File: src/sv/pwc_pkg.sv
`timescale 1ns / 1ps

package pwc_pkg;

    // default coordinate width (signed 16.8 fixed point)
    localparam int COORD_BITS_DEF = 24;

    // clip stages: left, right, bottom, top
    localparam int NUM_STAGES = 4;
    localparam int STG_IDX_W  = 2;
    // stage tag of a work item: one more code for "leaves the last stage"
    localparam int STG_TAG_W  = 3;

    localparam int CNT_W      = 16;

    // configuration register indexes
    localparam logic [1:0] REG_MIN_X = 2'd0;
    localparam logic [1:0] REG_MIN_Y = 2'd1;
    localparam logic [1:0] REG_MAX_X = 2'd2;
    localparam logic [1:0] REG_MAX_Y = 2'd3;

    // stage indexes
    localparam logic [STG_IDX_W-1:0] STG_LEFT   = 2'd0;
    localparam logic [STG_IDX_W-1:0] STG_RIGHT  = 2'd1;
    localparam logic [STG_IDX_W-1:0] STG_BOTTOM = 2'd2;
    localparam logic [STG_IDX_W-1:0] STG_TOP    = 2'd3;

    // controller to datapath
    typedef struct packed {
        logic                 load_in;
        logic                 sel_close;
        logic [STG_IDX_W-1:0] close_idx;
        logic                 upd_stage;
        logic                 start_cut;
        logic                 push_next;
        logic                 adv_cur;
        logic                 load_cut;
        logic                 pop;
        logic                 emit_vertex;
        logic                 emit_end;
        logic                 clear;
    } t_dp_cmd;

    // datapath to controller
    typedef struct packed {
        logic cur_out;
        logic has_first;
        logic in_a;
        logic in_b;
        logic stk_empty;
        logic out_free;
        logic cut_done;
    } t_dp_status;

endpackage

File: src/sv/pwc_muldiv.sv
`timescale 1ns / 1ps

// base + num * d / den, quotient truncated toward zero.
// Loads the operands, multiplies, then produces one quotient bit per cycle.
module pwc_muldiv
    import pwc_pkg::*;
#(
    parameter int W = COORD_BITS_DEF
) (
    input  logic                i_clk,
    input  logic                i_rst_n,
    input  logic                i_start,
    input  logic [W-1:0]        i_base,
    input  logic signed [W:0]   i_num,
    input  logic signed [W:0]   i_d,
    input  logic signed [W:0]   i_den,
    output logic                o_done,
    output logic [W-1:0]        o_res
);

    localparam int D  = W + 1;
    localparam int CW = $clog2(D + 1);

    localparam logic [1:0] PH_IDLE = 2'd0;
    localparam logic [1:0] PH_MUL  = 2'd1;
    localparam logic [1:0] PH_DIV  = 2'd2;

    logic [1:0]    r_phase;
    logic [CW-1:0] r_cnt;
    logic          r_done;
    logic [D-1:0]  r_a, r_b, r_den, r_rem, r_quo;
    logic          r_neg, r_zero;
    logic [W-1:0]  r_base;

    logic [D:0]    trial;
    logic          ge;

    // restoring division step
    assign trial = {r_rem, r_quo[D-1]};
    assign ge    = trial >= {1'b0, r_den};

    always_ff @(posedge i_clk) begin
        if (!i_rst_n) begin
            r_phase <= PH_IDLE;
            r_done  <= 1'b0;
            r_cnt   <= '0;
        end else begin
            r_done <= 1'b0;
            unique case (r_phase)
                PH_IDLE: begin
                    if (i_start) begin
                        r_phase <= PH_MUL;
                    end
                end
                PH_MUL: begin
                    r_phase <= PH_DIV;
                    r_cnt   <= '0;
                end
                PH_DIV: begin
                    r_cnt <= r_cnt + 1'b1;
                    if (r_cnt == CW'(D - 1)) begin
                        r_phase <= PH_IDLE;
                        r_done  <= 1'b1;
                    end
                end
                default: begin
                    r_phase <= PH_IDLE;
                end
            endcase
        end
    end

    // operands and partial results
    always_ff @(posedge i_clk) begin
        if (r_phase == PH_IDLE && i_start) begin
            r_a    <= i_num[W] ? D'(-i_num) : D'(i_num);
            r_b    <= i_d[W] ? D'(-i_d) : D'(i_d);
            r_den  <= i_den[W] ? D'(-i_den) : D'(i_den);
            r_neg  <= i_num[W] ^ i_d[W] ^ i_den[W];
            r_zero <= (i_den == '0);
            r_base <= i_base;
        end else if (r_phase == PH_MUL) begin
            {r_rem, r_quo} <= r_a * r_b;
        end else if (r_phase == PH_DIV) begin
            r_rem <= ge ? D'(trial - {1'b0, r_den}) : trial[D-1:0];
            r_quo <= {r_quo[D-2:0], ge};
        end
    end

    assign o_done = r_done;
    assign o_res  = r_zero ? r_base
                  : (r_neg ? r_base - r_quo[W-1:0] : r_base + r_quo[W-1:0]);

endmodule

File: src/sv/pwc_datapath.sv
`timescale 1ns / 1ps

// Window registers, per-stage first/prev vertex, work stack, cut unit,
// output register and vertex counter.
module pwc_datapath
    import pwc_pkg::*;
#(
    parameter int W = COORD_BITS_DEF
) (
    input  logic               i_clk,
    input  logic               i_rst_n,
    input  logic               i_cfg_wr_en,
    input  logic [1:0]         i_cfg_addr,
    input  logic [W-1:0]       i_cfg_wr_data,
    input  logic [W-1:0]       i_in_x,
    input  logic [W-1:0]       i_in_y,
    input  t_dp_cmd            i_cmd,
    output t_dp_status         o_sts,
    input  logic               i_out_ready,
    output logic               o_out_valid,
    output logic [W-1:0]       o_out_x,
    output logic [W-1:0]       o_out_y,
    output logic               o_out_is_vertex,
    output logic               o_out_last,
    output logic [CNT_W-1:0]   o_out_count
);

    logic signed [W-1:0] r_min_x, r_min_y, r_max_x, r_max_y;

    logic [W-1:0] r_first_x [NUM_STAGES];
    logic [W-1:0] r_first_y [NUM_STAGES];
    logic [W-1:0] r_prev_x  [NUM_STAGES];
    logic [W-1:0] r_prev_y  [NUM_STAGES];
    logic [NUM_STAGES-1:0] r_has_first;

    logic [STG_TAG_W-1:0] r_cur_stg;
    logic [W-1:0]         r_cur_x, r_cur_y;

    logic [STG_TAG_W-1:0] r_stk_stg [NUM_STAGES];
    logic [W-1:0]         r_stk_x   [NUM_STAGES];
    logic [W-1:0]         r_stk_y   [NUM_STAGES];
    logic [STG_TAG_W-1:0] r_sp;

    logic [STG_IDX_W-1:0] r_cut_stg;
    logic [W-1:0]         r_cut_e;

    logic                 r_ov, r_oisv, r_olast;
    logic [W-1:0]         r_ox, r_oy;
    logic [CNT_W-1:0]     r_ocnt, r_cnt;

    logic [STG_IDX_W-1:0] idx, top;
    logic [W-1:0]         ax, ay, bx, by, edge_v, base;
    logic signed [W:0]    num, dd, den;
    logic                 axis_x, out_free, cut_done;
    logic [W-1:0]         cut_res;

    function automatic logic inside_f(input logic [STG_IDX_W-1:0] s,
                                      input logic signed [W-1:0] x,
                                      input logic signed [W-1:0] y,
                                      input logic signed [W-1:0] mnx,
                                      input logic signed [W-1:0] mxx,
                                      input logic signed [W-1:0] mny,
                                      input logic signed [W-1:0] mxy);
        logic r;
        unique case (s)
            STG_LEFT:   r = x >= mnx;
            STG_RIGHT:  r = x <= mxx;
            STG_BOTTOM: r = y >= mny;
            STG_TOP:    r = y <= mxy;
            default:    r = 1'b0;
        endcase
        return r;
    endfunction

    // operand selection: normal step uses (cur, prev), closing uses (prev, first)
    assign idx = i_cmd.sel_close ? i_cmd.close_idx : r_cur_stg[STG_IDX_W-1:0];
    assign ax  = i_cmd.sel_close ? r_prev_x[idx]  : r_cur_x;
    assign ay  = i_cmd.sel_close ? r_prev_y[idx]  : r_cur_y;
    assign bx  = i_cmd.sel_close ? r_first_x[idx] : r_prev_x[idx];
    assign by  = i_cmd.sel_close ? r_first_y[idx] : r_prev_y[idx];
    assign top = STG_IDX_W'(r_sp - 1'b1);

    always_comb begin
        unique case (idx)
            STG_LEFT:   edge_v = r_min_x;
            STG_RIGHT:  edge_v = r_max_x;
            STG_BOTTOM: edge_v = r_min_y;
            STG_TOP:    edge_v = r_max_y;
            default:    edge_v = r_min_x;
        endcase
    end

    assign axis_x = (idx == STG_LEFT) || (idx == STG_RIGHT);

    // intersection operands, one bit wider than a coordinate
    always_comb begin
        if (axis_x) begin
            base = by;
            num  = $signed({edge_v[W-1], edge_v}) - $signed({bx[W-1], bx});
            dd   = $signed({ay[W-1], ay}) - $signed({by[W-1], by});
            den  = $signed({ax[W-1], ax}) - $signed({bx[W-1], bx});
        end else begin
            base = bx;
            num  = $signed({edge_v[W-1], edge_v}) - $signed({by[W-1], by});
            dd   = $signed({ax[W-1], ax}) - $signed({bx[W-1], bx});
            den  = $signed({ay[W-1], ay}) - $signed({by[W-1], by});
        end
    end

    pwc_muldiv #(.W(W)) u_muldiv (
        .i_clk   (i_clk),
        .i_rst_n (i_rst_n),
        .i_start (i_cmd.start_cut),
        .i_base  (base),
        .i_num   (num),
        .i_d     (dd),
        .i_den   (den),
        .o_done  (cut_done),
        .o_res   (cut_res)
    );

    assign out_free = !r_ov || i_out_ready;

    assign o_sts.cur_out   = (r_cur_stg == STG_TAG_W'(NUM_STAGES));
    assign o_sts.has_first = r_has_first[idx];
    assign o_sts.in_a      = inside_f(idx, ax, ay, r_min_x, r_max_x, r_min_y, r_max_y);
    assign o_sts.in_b      = inside_f(idx, bx, by, r_min_x, r_max_x, r_min_y, r_max_y);
    assign o_sts.stk_empty = (r_sp == '0);
    assign o_sts.out_free  = out_free;
    assign o_sts.cut_done  = cut_done;

    // window registers
    always_ff @(posedge i_clk) begin
        if (!i_rst_n) begin
            r_min_x <= '0;
            r_min_y <= '0;
            r_max_x <= '0;
            r_max_y <= '0;
        end else if (i_cfg_wr_en) begin
            unique case (i_cfg_addr)
                REG_MIN_X: r_min_x <= i_cfg_wr_data;
                REG_MIN_Y: r_min_y <= i_cfg_wr_data;
                REG_MAX_X: r_max_x <= i_cfg_wr_data;
                REG_MAX_Y: r_max_y <= i_cfg_wr_data;
                default:   r_min_x <= r_min_x;
            endcase
        end
    end

    // control state: valid flags, stack pointer, output valid, counter
    always_ff @(posedge i_clk) begin
        if (!i_rst_n) begin
            r_has_first <= '0;
            r_sp        <= '0;
            r_ov        <= 1'b0;
            r_cnt       <= '0;
        end else begin
            if (i_cmd.upd_stage) begin
                r_has_first[idx] <= 1'b1;
            end
            if (i_cmd.push_next) begin
                r_sp <= r_sp + 1'b1;
            end else if (i_cmd.pop) begin
                r_sp <= r_sp - 1'b1;
            end
            if (i_cmd.emit_vertex || i_cmd.emit_end) begin
                r_ov <= 1'b1;
            end else if (i_out_ready) begin
                r_ov <= 1'b0;
            end
            if (i_cmd.emit_vertex && r_cnt != '1) begin
                r_cnt <= r_cnt + 1'b1;
            end
            if (i_cmd.clear) begin
                r_has_first <= '0;
                r_cnt       <= '0;
            end
        end
    end

    // payload registers
    always_ff @(posedge i_clk) begin
        if (i_cmd.upd_stage) begin
            if (!r_has_first[idx]) begin
                r_first_x[idx] <= r_cur_x;
                r_first_y[idx] <= r_cur_y;
            end
            r_prev_x[idx] <= r_cur_x;
            r_prev_y[idx] <= r_cur_y;
        end
        if (i_cmd.start_cut) begin
            r_cut_stg <= idx;
            r_cut_e   <= edge_v;
        end
        if (i_cmd.push_next) begin
            r_stk_stg[r_sp[STG_IDX_W-1:0]] <= r_cur_stg + 1'b1;
            r_stk_x[r_sp[STG_IDX_W-1:0]]   <= r_cur_x;
            r_stk_y[r_sp[STG_IDX_W-1:0]]   <= r_cur_y;
        end
        // current work item
        if (i_cmd.load_in) begin
            r_cur_stg <= '0;
            r_cur_x   <= i_in_x;
            r_cur_y   <= i_in_y;
        end else if (i_cmd.adv_cur) begin
            r_cur_stg <= r_cur_stg + 1'b1;
        end else if (i_cmd.load_cut) begin
            r_cur_stg <= STG_TAG_W'(r_cut_stg) + 1'b1;
            if ((r_cut_stg == STG_LEFT) || (r_cut_stg == STG_RIGHT)) begin
                r_cur_x <= r_cut_e;
                r_cur_y <= cut_res;
            end else begin
                r_cur_x <= cut_res;
                r_cur_y <= r_cut_e;
            end
        end else if (i_cmd.pop) begin
            r_cur_stg <= r_stk_stg[top];
            r_cur_x   <= r_stk_x[top];
            r_cur_y   <= r_stk_y[top];
        end
        // output register
        if (i_cmd.emit_vertex) begin
            r_ox    <= r_cur_x;
            r_oy    <= r_cur_y;
            r_oisv  <= 1'b1;
            r_olast <= 1'b0;
            r_ocnt  <= '0;
        end else if (i_cmd.emit_end) begin
            r_ox    <= '0;
            r_oy    <= '0;
            r_oisv  <= 1'b0;
            r_olast <= 1'b1;
            r_ocnt  <= r_cnt;
        end
    end

    assign o_out_valid     = r_ov;
    assign o_out_x         = r_ox;
    assign o_out_y         = r_oy;
    assign o_out_is_vertex = r_oisv;
    assign o_out_last      = r_olast;
    assign o_out_count     = r_ocnt;

endmodule

File: src/sv/pwc_ctrl.sv
`timescale 1ns / 1ps

// Sequencer: walks one vertex depth first through the stages, then the
// closing pass on the last vertex, then the end marker.
module pwc_ctrl
    import pwc_pkg::*;
(
    input  logic        i_clk,
    input  logic        i_rst_n,
    input  logic        i_in_valid,
    input  logic        i_in_last,
    output logic        o_in_ready,
    input  t_dp_status  i_sts,
    output t_dp_cmd     o_cmd
);

    localparam logic [2:0] S_IDLE  = 3'd0;
    localparam logic [2:0] S_EVAL  = 3'd1;
    localparam logic [2:0] S_DIV   = 3'd2;
    localparam logic [2:0] S_POP   = 3'd3;
    localparam logic [2:0] S_CLOSE = 3'd4;

    logic [2:0]           r_state, n_state;
    logic                 r_last, n_last;
    logic [STG_TAG_W-1:0] r_cs, n_cs;

    assign o_in_ready = (r_state == S_IDLE);

    always_comb begin
        n_state = r_state;
        n_last  = r_last;
        n_cs    = r_cs;
        o_cmd   = '0;
        o_cmd.close_idx = r_cs[STG_IDX_W-1:0];

        unique case (r_state)
            S_IDLE: begin
                if (i_in_valid) begin
                    o_cmd.load_in = 1'b1;
                    n_last  = i_in_last;
                    n_cs    = '0;
                    n_state = S_EVAL;
                end
            end
            // one stage step for the current item, or hand it to the output
            S_EVAL: begin
                if (i_sts.cur_out) begin
                    if (i_sts.out_free) begin
                        o_cmd.emit_vertex = 1'b1;
                        n_state = S_POP;
                    end
                end else begin
                    o_cmd.upd_stage = 1'b1;
                    if (i_sts.has_first && (i_sts.in_a != i_sts.in_b)) begin
                        o_cmd.start_cut = 1'b1;
                        o_cmd.push_next = i_sts.in_a;
                        n_state = S_DIV;
                    end else if (i_sts.in_a) begin
                        o_cmd.adv_cur = 1'b1;
                    end else begin
                        n_state = S_POP;
                    end
                end
            end
            S_DIV: begin
                if (i_sts.cut_done) begin
                    o_cmd.load_cut = 1'b1;
                    n_state = S_EVAL;
                end
            end
            S_POP: begin
                if (!i_sts.stk_empty) begin
                    o_cmd.pop = 1'b1;
                    n_state = S_EVAL;
                end else if (r_last) begin
                    n_state = S_CLOSE;
                end else begin
                    n_state = S_IDLE;
                end
            end
            // close each stage against its first vertex, then the end marker
            S_CLOSE: begin
                if (r_cs == STG_TAG_W'(NUM_STAGES)) begin
                    if (i_sts.out_free) begin
                        o_cmd.emit_end = 1'b1;
                        o_cmd.clear    = 1'b1;
                        n_last  = 1'b0;
                        n_state = S_IDLE;
                    end
                end else begin
                    o_cmd.sel_close = 1'b1;
                    n_cs = r_cs + 1'b1;
                    if (i_sts.has_first && (i_sts.in_a != i_sts.in_b)) begin
                        o_cmd.start_cut = 1'b1;
                        n_state = S_DIV;
                    end
                end
            end
            default: begin
                n_state = S_IDLE;
            end
        endcase
    end

    always_ff @(posedge i_clk) begin
        if (!i_rst_n) begin
            r_state <= S_IDLE;
            r_last  <= 1'b0;
            r_cs    <= '0;
        end else begin
            r_state <= n_state;
            r_last  <= n_last;
            r_cs    <= n_cs;
        end
    end

endmodule

File: src/sv/polygon_window_clipper_top.sv
`timescale 1ns / 1ps
// Sutherland-Hodgman clipper, left/right/bottom/top, one vertex at a time.
// A boundary crossing loads the divider, multiplies, divides with one quotient bit per cycle
// and loads the result back before its intersection walks on.
// The next vertex is accepted only in idle; emitting a vertex waits for a free output.
// The last vertex adds the closing pass (4 steps plus its crossings) and the end marker.
// Synchronous active-low reset clears window registers, stage flags and count.
module polygon_window_clipper_top
    import pwc_pkg::*;
#(
    parameter int COORD_BITS = COORD_BITS_DEF,
    localparam int IN_W  = ((2 * COORD_BITS + 7) / 8) * 8,
    localparam int OUT_W = ((2 * COORD_BITS + CNT_W + 7) / 8) * 8
) (
    input  logic                  i_clk,
    input  logic                  i_rst_n,
    // configuration
    input  logic                  i_cfg_wr_en,
    input  logic [1:0]            i_cfg_addr,
    input  logic [COORD_BITS-1:0] i_cfg_wr_data,
    // vertex input
    input  logic                  s_axis_tvalid,
    output logic                  s_axis_tready,
    input  logic [IN_W-1:0]       s_axis_tdata,   // vertex_x, vertex_y
    input  logic                  s_axis_tlast,   // last_vertex
    // clipped output
    output logic                  m_axis_tvalid,
    input  logic                  m_axis_tready,
    output logic [OUT_W-1:0]      m_axis_tdata,   // out_x, out_y, vertex_count
    output logic                  m_axis_tuser,   // is_vertex
    output logic                  m_axis_tlast    // last
);

    t_dp_cmd               cmd;
    t_dp_status            sts;
    logic [COORD_BITS-1:0] out_x, out_y;
    logic [CNT_W-1:0]      out_cnt;

    pwc_ctrl u_ctrl (
        .i_clk      (i_clk),
        .i_rst_n    (i_rst_n),
        .i_in_valid (s_axis_tvalid),
        .i_in_last  (s_axis_tlast),
        .o_in_ready (s_axis_tready),
        .i_sts      (sts),
        .o_cmd      (cmd)
    );

    pwc_datapath #(.W(COORD_BITS)) u_dp (
        .i_clk           (i_clk),
        .i_rst_n         (i_rst_n),
        .i_cfg_wr_en     (i_cfg_wr_en),
        .i_cfg_addr      (i_cfg_addr),
        .i_cfg_wr_data   (i_cfg_wr_data),
        .i_in_x          (s_axis_tdata[COORD_BITS-1:0]),
        .i_in_y          (s_axis_tdata[2*COORD_BITS-1:COORD_BITS]),
        .i_cmd           (cmd),
        .o_sts           (sts),
        .i_out_ready     (m_axis_tready),
        .o_out_valid     (m_axis_tvalid),
        .o_out_x         (out_x),
        .o_out_y         (out_y),
        .o_out_is_vertex (m_axis_tuser),
        .o_out_last      (m_axis_tlast),
        .o_out_count     (out_cnt)
    );

    assign m_axis_tdata = OUT_W'({out_cnt, out_y, out_x});

endmodule
File: config.mk
export PLATFORM = sky130hd
export DESIGN_NAME = polygon_window_clipper_top
export DESIGN_NICKNAME = d
export VERILOG_FILES = /design/src/sv/pwc_pkg.sv /design/src/sv/pwc_muldiv.sv /design/src/sv/pwc_datapath.sv /design/src/sv/pwc_ctrl.sv /design/src/sv/polygon_window_clipper_top.sv
export SDC_FILE = /design/constraint.sdc
export NUM_CORES = 2
export LEC_CHECK = 0
export BUFFER_PORTS_ARGS = -buffer_cell sky130_fd_sc_hd__clkbuf_2
export CORE_MARGIN = 1
export CORE_UTILIZATION = 49
export DETAILED_ROUTE_END_ITERATION = 8
export GPL_TIMING_DRIVEN = 0
export PLACE_DENSITY = 0.62
export SLEW_MARGIN = 20
export SYNTH_ARGS = -nofsm -noshare
export SYNTH_HDL_FRONTEND = slang
export SYNTH_SLANG_ARGS = --single-unit
File: constraint.sdc
create_clock -name i_clk -period 44.5 [get_ports i_clk]
set_clock_uncertainty 0.2 [all_clocks]
set_input_delay 8.9 -clock i_clk [delete_from_list [all_inputs] [get_ports i_clk]]
set_output_delay 8.9 -clock i_clk [all_outputs]
set_load 0.005 [all_outputs]
Word-level counts from Yosys, hierarchy flattened
Memories as Yosys holds them, arrays and structs flattened.
Cells that the tools add are included.
{"block": "totals", "memories": 7, "word_cells": 241, "regBits": 429, "in_bits": 80, "ramBits": 588}
{"block": "classes", "bitwise": 5, "n_eq_ne": 30, "order_cmp": 11, "multipliers": 1, "reduce_logical": 35, "n_mux": 100, "n_addsub": 17}
{"memory": "u_dp.r_first_x", "words": 4, "width": 24, "read_ports": 1, "rd_ports_with_merged_regs": 0, "wr": 1, "line": "pwc_datapath.sv:30", "rtl": "logic [W-1:0] r_first_x [NUM_STAGES];"}
{"memory": "u_dp.r_first_y", "words": 4, "width": 24, "read_ports": 1, "rd_ports_with_merged_regs": 0, "wr": 1, "line": "pwc_datapath.sv:31", "rtl": "logic [W-1:0] r_first_y [NUM_STAGES];"}
{"memory": "u_dp.r_prev_x", "words": 4, "width": 24, "read_ports": 1, "rd_ports_with_merged_regs": 0, "wr": 1, "line": "pwc_datapath.sv:32", "rtl": "logic [W-1:0] r_prev_x [NUM_STAGES];"}
{"memory": "u_dp.r_prev_y", "words": 4, "width": 24, "read_ports": 1, "rd_ports_with_merged_regs": 0, "wr": 1, "line": "pwc_datapath.sv:33", "rtl": "logic [W-1:0] r_prev_y [NUM_STAGES];"}
{"memory": "u_dp.r_stk_x", "words": 4, "width": 24, "read_ports": 1, "rd_ports_with_merged_regs": 0, "wr": 1, "line": "pwc_datapath.sv:40", "rtl": "logic [W-1:0] r_stk_x [NUM_STAGES];"}
{"memory": "u_dp.r_stk_y", "words": 4, "width": 24, "read_ports": 1, "rd_ports_with_merged_regs": 0, "wr": 1, "line": "pwc_datapath.sv:41", "rtl": "logic [W-1:0] r_stk_y [NUM_STAGES];"}
{"memory": "+1 memories"}
{"op": "24-bit two-way mux", "count": 23}
{"op": "25-bit two-way mux", "count": 8}
{"op": "24-bit by 24-bit subtractor with 25-bit output", "count": 4}
{"op": "24-bit >= comparator", "count": 4}
{"op": "24-bit <= comparator", "count": 4}
{"op": "24-bit case mux with 4 select lines", "count": 1}
{"op": "25-bit negator", "count": 3}
{"op": "3-bit two-way mux", "count": 18}
{"op": "25-bit by 25-bit multiplier with 50-bit output", "count": 1}
{"op": "1-bit two-way mux", "count": 31}
{"op": "26-bit by 25-bit >= comparator with 1-bit output", "count": 1}
{"op": "25-bit logical NOT", "count": 1}
{"op": "25-bit subtractor", "count": 1}
{"op": "24-bit adder", "count": 1}
{"op": "24-bit subtractor", "count": 1}
{"op": "16-bit by 1-bit adder with 16-bit output, second input constant", "count": 1}
{"op": "2-bit two-way mux", "count": 8}
{"op": "16-bit != test, second input constant", "count": 1}
{"op": "2-bit AND reduction", "count": 8}
{"op": "3-bit case mux with 5 select lines", "count": 1}
{"op": "2-bit == test, second input constant", "count": 5}
{"op": "5-bit case mux with 2 select lines", "count": 1}
{"op": "2-bit nonzero test", "count": 5}
{"op": "3-bit by 1-bit adder with 3-bit output, second input constant", "count": 3}
{"op": "36 further kinds", "count": 64}

Longest topological paths before layout
An unclocked memory read counts as a cell.
{"block": "logic_depth", "ltp_word": 16, "ltp_mapped": 31, "mapped_depth_nobuf": 27}

Cells and area by module
From an unflattened synthesis, not the netlist that was laid out.
{"block": "hier_totals", "hier_cells": 6801, "hier_area_um2": 74701.6}
{"module": "pwc_datapath", "n_inst": 1, "cells_per_inst": 3365, "seq_area_each_um2": 24143.2, "area_each_um2": 43132.6}
{"module": "pwc_muldiv", "n_inst": 1, "cells_per_inst": 3368, "seq_area_each_um2": 4694.5, "area_each_um2": 30978.5}
{"module": "pwc_ctrl", "n_inst": 1, "cells_per_inst": 68, "seq_area_each_um2": 140.1, "area_each_um2": 590.6}

Least setup slack after synthesis
Ideal clock, no wire load.
{"block": "synth_timing", "path_type": "reg-to-reg", "from": "register u_ctrl.r_cs[1]", "to": "register u_dp.u_muldiv.r_quo[0] (enable)", "path_stages_with_launch": 28, "required_ns": 43.059, "arrival_ns": 17.078, "path_slack_ns": 25.981, "path_buffers": 6, "setup_time_ns": 1.241, "period_less_slack_ns": 18.519, "cell_sequence": "dfxtp_1 -> clkbuf_1 -> inv_1 -> ha_1 -> nand2_1 -> a21oi_1 -> a21oi_2 -> buf_2 -> buf_4 -> buf_4 -> clkbuf_1 -> clkbuf_1 -> nand2_1 -> nand3_1 -> nand2_1 -> o21ai_0 -> ha_1 -> a21oi_1 -> o21ai_0 -> a22o_1 -> or4_1 -> mux2i_1 -> o2111ai_1 -> o22ai_1 -> or3b_1 -> and2_1 -> nor3_1 -> nor2_1"}
{"block": "synth_via", "elab_chain_cells": 16, "elab_cells_between_ends": 38, "cone_classes": "order compare: 8; eq/ne: 5; mux: 16; bitwise: 1; reduce/logical: 4; memory: 4"}
{"item": "start: declaration", "line": "pwc_ctrl.sv:25", "rtl": "logic [STG_TAG_W-1:0] r_cs, n_cs;"}
{"item": "start signal: assignment", "line": "pwc_ctrl.sv:113", "rtl": "r_cs <= n_cs;"}
{"item": "3-bit == test", "line": "pwc_ctrl.sv:83", "rtl": "if (r_cs == STG_TAG_W'(NUM_STAGES)) begin"}
{"item": "1-bit two-way mux", "line": "pwc_ctrl.sv:83"}
{"item": "1-bit two-way mux", "line": "pwc_ctrl.sv:36", "rtl": "unique case (r_state)"}
{"item": "2-bit two-way mux", "line": "pwc_datapath.sv:76", "rtl": "assign idx = i_cmd.sel_close ? i_cmd.close_idx : r_cur_stg[STG_IDX_W-1:0];"}
{"item": "memory read 4 x 24 bit (on tied branches)"}
{"item": "24-bit two-way mux (on tied branches)"}
{"item": "24-bit <= comparator (tied with other cells)", "line": "pwc_datapath.sv:69", "rtl": "STG_TOP: r = y <= mxy;"}
{"item": "1-bit case mux with 4 select lines", "line": "pwc_datapath.sv:65", "rtl": "unique case (s)"}
{"item": "1-bit != test", "line": "pwc_ctrl.sv:54, pwc_ctrl.sv:93"}
{"item": "1-bit logical AND", "line": "pwc_ctrl.sv:54, pwc_ctrl.sv:93"}
{"item": "1-bit two-way mux / 2-bit two-way mux (equally long branches)", "line": "pwc_ctrl.sv:93, pwc_ctrl.sv:54"}
{"item": "1-bit two-way mux / 4-bit two-way mux (equally long branches)", "line": "pwc_ctrl.sv:83, pwc_ctrl.sv:47"}
{"item": "1-bit case mux with 2 select lines *", "line": "pwc_ctrl.sv:36"}
{"item": "1-bit logical AND *", "line": "pwc_muldiv.sv:75", "rtl": "if (r_phase == PH_IDLE && i_start) begin"}
{"item": "1-bit inverter (no source line) *"}
{"item": "2-bit AND reduction (no source line) *"}
{"item": "end signal: assignment", "line": "pwc_muldiv.sv:83", "rtl": "{r_rem, r_quo} <= r_a * r_b;"}
{"item": "end signal: assignment", "line": "pwc_muldiv.sv:86", "rtl": "r_quo <= {r_quo[D-2:0], ge};"}
{"item": "end: declaration", "line": "pwc_muldiv.sv:31", "rtl": "logic [D-1:0] r_a, r_b, r_den, r_rem, r_quo;"}
Every way passes the cells marked *; elsewhere a longest branch is shown, timed or not. The select of a mux whose other input is x is not followed.
A chain may end at the register's enable or synchronous reset.

Worst setup path in the final report
{"block": "layout_timing", "from": "register u_ctrl.r_cs[1]", "to": "register u_dp.u_muldiv.r_a[17] (enable)"}
{"block": "layout_via", "elab_chain_cells": 14, "elab_cells_between_ends": 36, "cone_classes": "order compare: 8; eq/ne: 5; mux: 16; reduce/logical: 3; memory: 4"}
{"item": "3-bit == test", "line": "pwc_ctrl.sv:83"}
{"item": "1-bit two-way mux", "line": "pwc_ctrl.sv:83"}
{"item": "1-bit two-way mux", "line": "pwc_ctrl.sv:36"}
{"item": "2-bit two-way mux", "line": "pwc_datapath.sv:76"}
{"item": "memory read 4 x 24 bit (on tied branches)"}
{"item": "24-bit two-way mux (on tied branches)"}
{"item": "24-bit <= comparator (tied with other cells)", "line": "pwc_datapath.sv:69"}
{"item": "1-bit case mux with 4 select lines", "line": "pwc_datapath.sv:65"}
{"item": "1-bit != test", "line": "pwc_ctrl.sv:54, pwc_ctrl.sv:93"}
{"item": "1-bit logical AND", "line": "pwc_ctrl.sv:54, pwc_ctrl.sv:93"}
{"item": "1-bit two-way mux / 2-bit two-way mux (equally long branches)", "line": "pwc_ctrl.sv:93, pwc_ctrl.sv:54"}
{"item": "1-bit two-way mux / 4-bit two-way mux (equally long branches)", "line": "pwc_ctrl.sv:83, pwc_ctrl.sv:47"}
{"item": "1-bit case mux with 2 select lines *", "line": "pwc_ctrl.sv:36"}
{"item": "1-bit logical AND *", "line": "pwc_muldiv.sv:75"}
{"item": "end signal: assignment", "line": "pwc_muldiv.sv:76", "rtl": "r_a <= i_num[W] ? D'(-i_num) : D'(i_num);"}
{"item": "end: declaration", "line": "pwc_muldiv.sv:31"}
Marks and branches as above.

==> flow_summary.ini <==
[clocking]
cts.path.max_buffers = 3
tritoncts = done
clock_latency_ps = 760
cts_hold_buffers = 0
cts_num_sinks = 1017
cts_root_buf = clkbuf_16
cts-buffers-inserted = 99
cts-htree-levels = 3
clk_pin_slew_ps = 60
cts_setup_buffers = 0
post_cts_resized = 0

[global_route]
grt_start_max_net_pins = 49
track_usage_pct = 37.0
overflow = 0
grt_antenna_before_repair = 16
grt_pass1_vias = 57517
grt_pass1_wl_mm = 403

[min_path]
min_path_type = reg2reg
worst_hold_startpoint = u_dp.o_out_count[12]$_SDFFE_PP0P_

[logic_synthesis]
synth_top_area_cell = edfxtp_1
yosysUniqueCellTypes = 92
async_flop_share_pct = 0
netlist.area_leader.share_pct = 34.7
synth_edf_count = 861
synth-main-ff-cell = edfxtp_1
syn_nets = 8556
synthesis.area_um2 = 74600
syn_inst = 7426
syn_area_per_cell_um2 = 10.0
netlist_top_cells_count = 1232 x nand2_1, 864 x inv_1, 861 x edfxtp_1, 531 x fa_1, 519 x ha_1
yosys_register_bits = 1017
ys_seq_area_share_pct = 38.9
netlist_top_cells_area = edfxtp_1 35%, fa_1 14%, ha_1 8.7%
synth.most_common_cell = nand2_1
yosysWarnings = 0

[outcome]
status = complete, no violations

[drt]
num_vias = 59072
ant_nets = 0
wl_per_cell_um = 28.7
wirelength_mm = 283
drcViolationCount = 0
first_pass_iters = 8
drtIter0Drc = 7009
via_per_inst = 5.97

[floorplan]
io_pins = 148
die_w_um = 392
dieArea_um2 = 154000
fp.dieH_um = 392
core_area_um2 = 150000
start_util_pct = 49.6
rows = 142

[timing]
rsz0062_at_grt = no
tns_ps = 0
hold_violations = 0
finalSetupViolCount = 0
fin_crit_ps = 12360
period_share_pct = 27.8
relSlewSlack_pct = 12.1
drv_slew = 0
layout_setup_ws_ps = 32140
worstMarginPinSlew_ps = 1310
fmax_mhz = 80.9

[setup_path]
worstPathRequired_ps = 44730
arrival_ps = 12590
critPathLaunch = u_ctrl.r_cs[1]$_SDFFE_PN0P_
crit_type = reg2reg
cp-end-kind = flop
cp_max_fo = 11
worst_path_largest_cell_delay_ps = 1030
cp-start-kind = flop
cp_slowest_cell = a221oi_1
worstReg2RegStart = u_ctrl.r_cs[1]$_SDFFE_PN0P_
crit_top_cell = buf_4

[placement]
gp_congestion = 1.04
dpl.hpwl_mm = 225
place_ws_ps = 32570
io_buffer_count = 146
dpl.cell_count = 9692

[cells_and_area]
area_growth_syn_to_layout_pct = 10.9
final_cells = 9891
drive_gt1_share_pct = 7.72
final_nets = 8908

[job]
maxCapViolCount = 0
[cell usage in the layout, fill, tap and decap left out, drive strengths merged, types with 51 or more instances in the layout]
master / n
dfxtp: 156
a31oi: 53
a21oi: 485
fa: 531
nand4: 57
a21o: 83
xnor2: 161
a211oi: 82
buf: 153
nor3: 73
and2: 390
nand2: 1232
mux4: 51
mux2i: 95
o21ai: 246
edfxtp: 861
clkbuf: 562
ha: 519
nand3: 194
xor2: 87
inv: 869
nor2: 311
[path summary, 6_finish.rpt]
check / end / cells after the start / slack, ps
max: u_dp.u_muldiv.r_a[17]$_DFFE_PP_ / 34 / 32140
min reg2reg: u_dp.o_out_count[12]$_SDFFE_PP0P_ / 2 / 250
max reg2reg: u_dp.u_muldiv.r_a[17]$_DFFE_PP_ / 34 / 32140
min: u_dp.o_out_count[12]$_SDFFE_PP0P_ / 2 / 250
[metrics by stage]
| stage | util, % | instance area [um^2] | hold WS [ps] |
|---|---|---|---|
| floorplan | - | 74600 | 232 |
| global placement | 51.7 | 77800 | 239 |
| detailed placement | 52.6 | 79100 | 247 |
| CTS | 54.9 | 82600 | 256 |
| global route | 54.9 | 82700 | 284 |
| finish | 55.0 | 82700 | 254 |
[flip-flops by register name, indices dropped and copies added, names as in the netlist, 24 cells and up]
name,count
u_dp.r_first_x,96
u_dp.r_first_y,96
u_dp.r_prev_x,96
u_dp.r_prev_y,96
u_dp.r_stk_x,96
u_dp.r_stk_y,96
u_dp.u_muldiv.r_a,25
u_dp.u_muldiv.r_b,25
u_dp.u_muldiv.r_den,25
u_dp.u_muldiv.r_quo,25
u_dp.u_muldiv.r_rem,25
u_dp.o_out_x,24
u_dp.o_out_y,24
u_dp.r_cur_x,24
u_dp.r_cur_y,24
u_dp.r_cut_e,24
u_dp.r_max_x,24
u_dp.r_max_y,24
u_dp.r_min_x,24
u_dp.r_min_y,24
u_dp.u_muldiv.r_base,24
[layer usage]
layer	vias to the layer above	GRT usage [%]	part of all wire, %
met5	-	0	0.085
met4	14	27.9	9.0
met3	769	7.70	9.2
met2	3043	57.2	45
met1	29175	45.6	37
li1	26071	-	-
[logic make-up after synthesis]
group	Yosys count	synth area share, %
and+or+nand+nor	2455	15.2
AOI/OAI and AO/OA	1269	10.7
buffers and inverters	1214	6.17
adders and majority gates	1050	23.0
DFF	1017	38.9
xor gates and xnor gates	248	2.91
muxes	173	3.22
[layout make-up]
type                            count  area (um^2)
Antenna cell                       12         30.0
Inverter                          866         3250
Buffer                            348         1360
Timing Repair Buffer              251         1820
Clock inverter                     70          910
Clock buffer                      116         2580
Fill cell                       13497        67800
Tap cell                         2016         2520
Sequential cell                  1017        29000
Multi-Input combinational cell   5195        41300
[critical path: cells and delay by family, from the launching register on]
family | cells | cell delay, ps
AOI/OAI and AO/OA | 7 | 3530
DFF | 1 | 370
buffers and inverters | 16 | 5170
and+or+nand+nor | 9 | 2230
adders and majority gates | 2 | 450
Power is not shown: default switching activity piles up to over one toggle a cycle in this logic, so the estimate is an artifact.
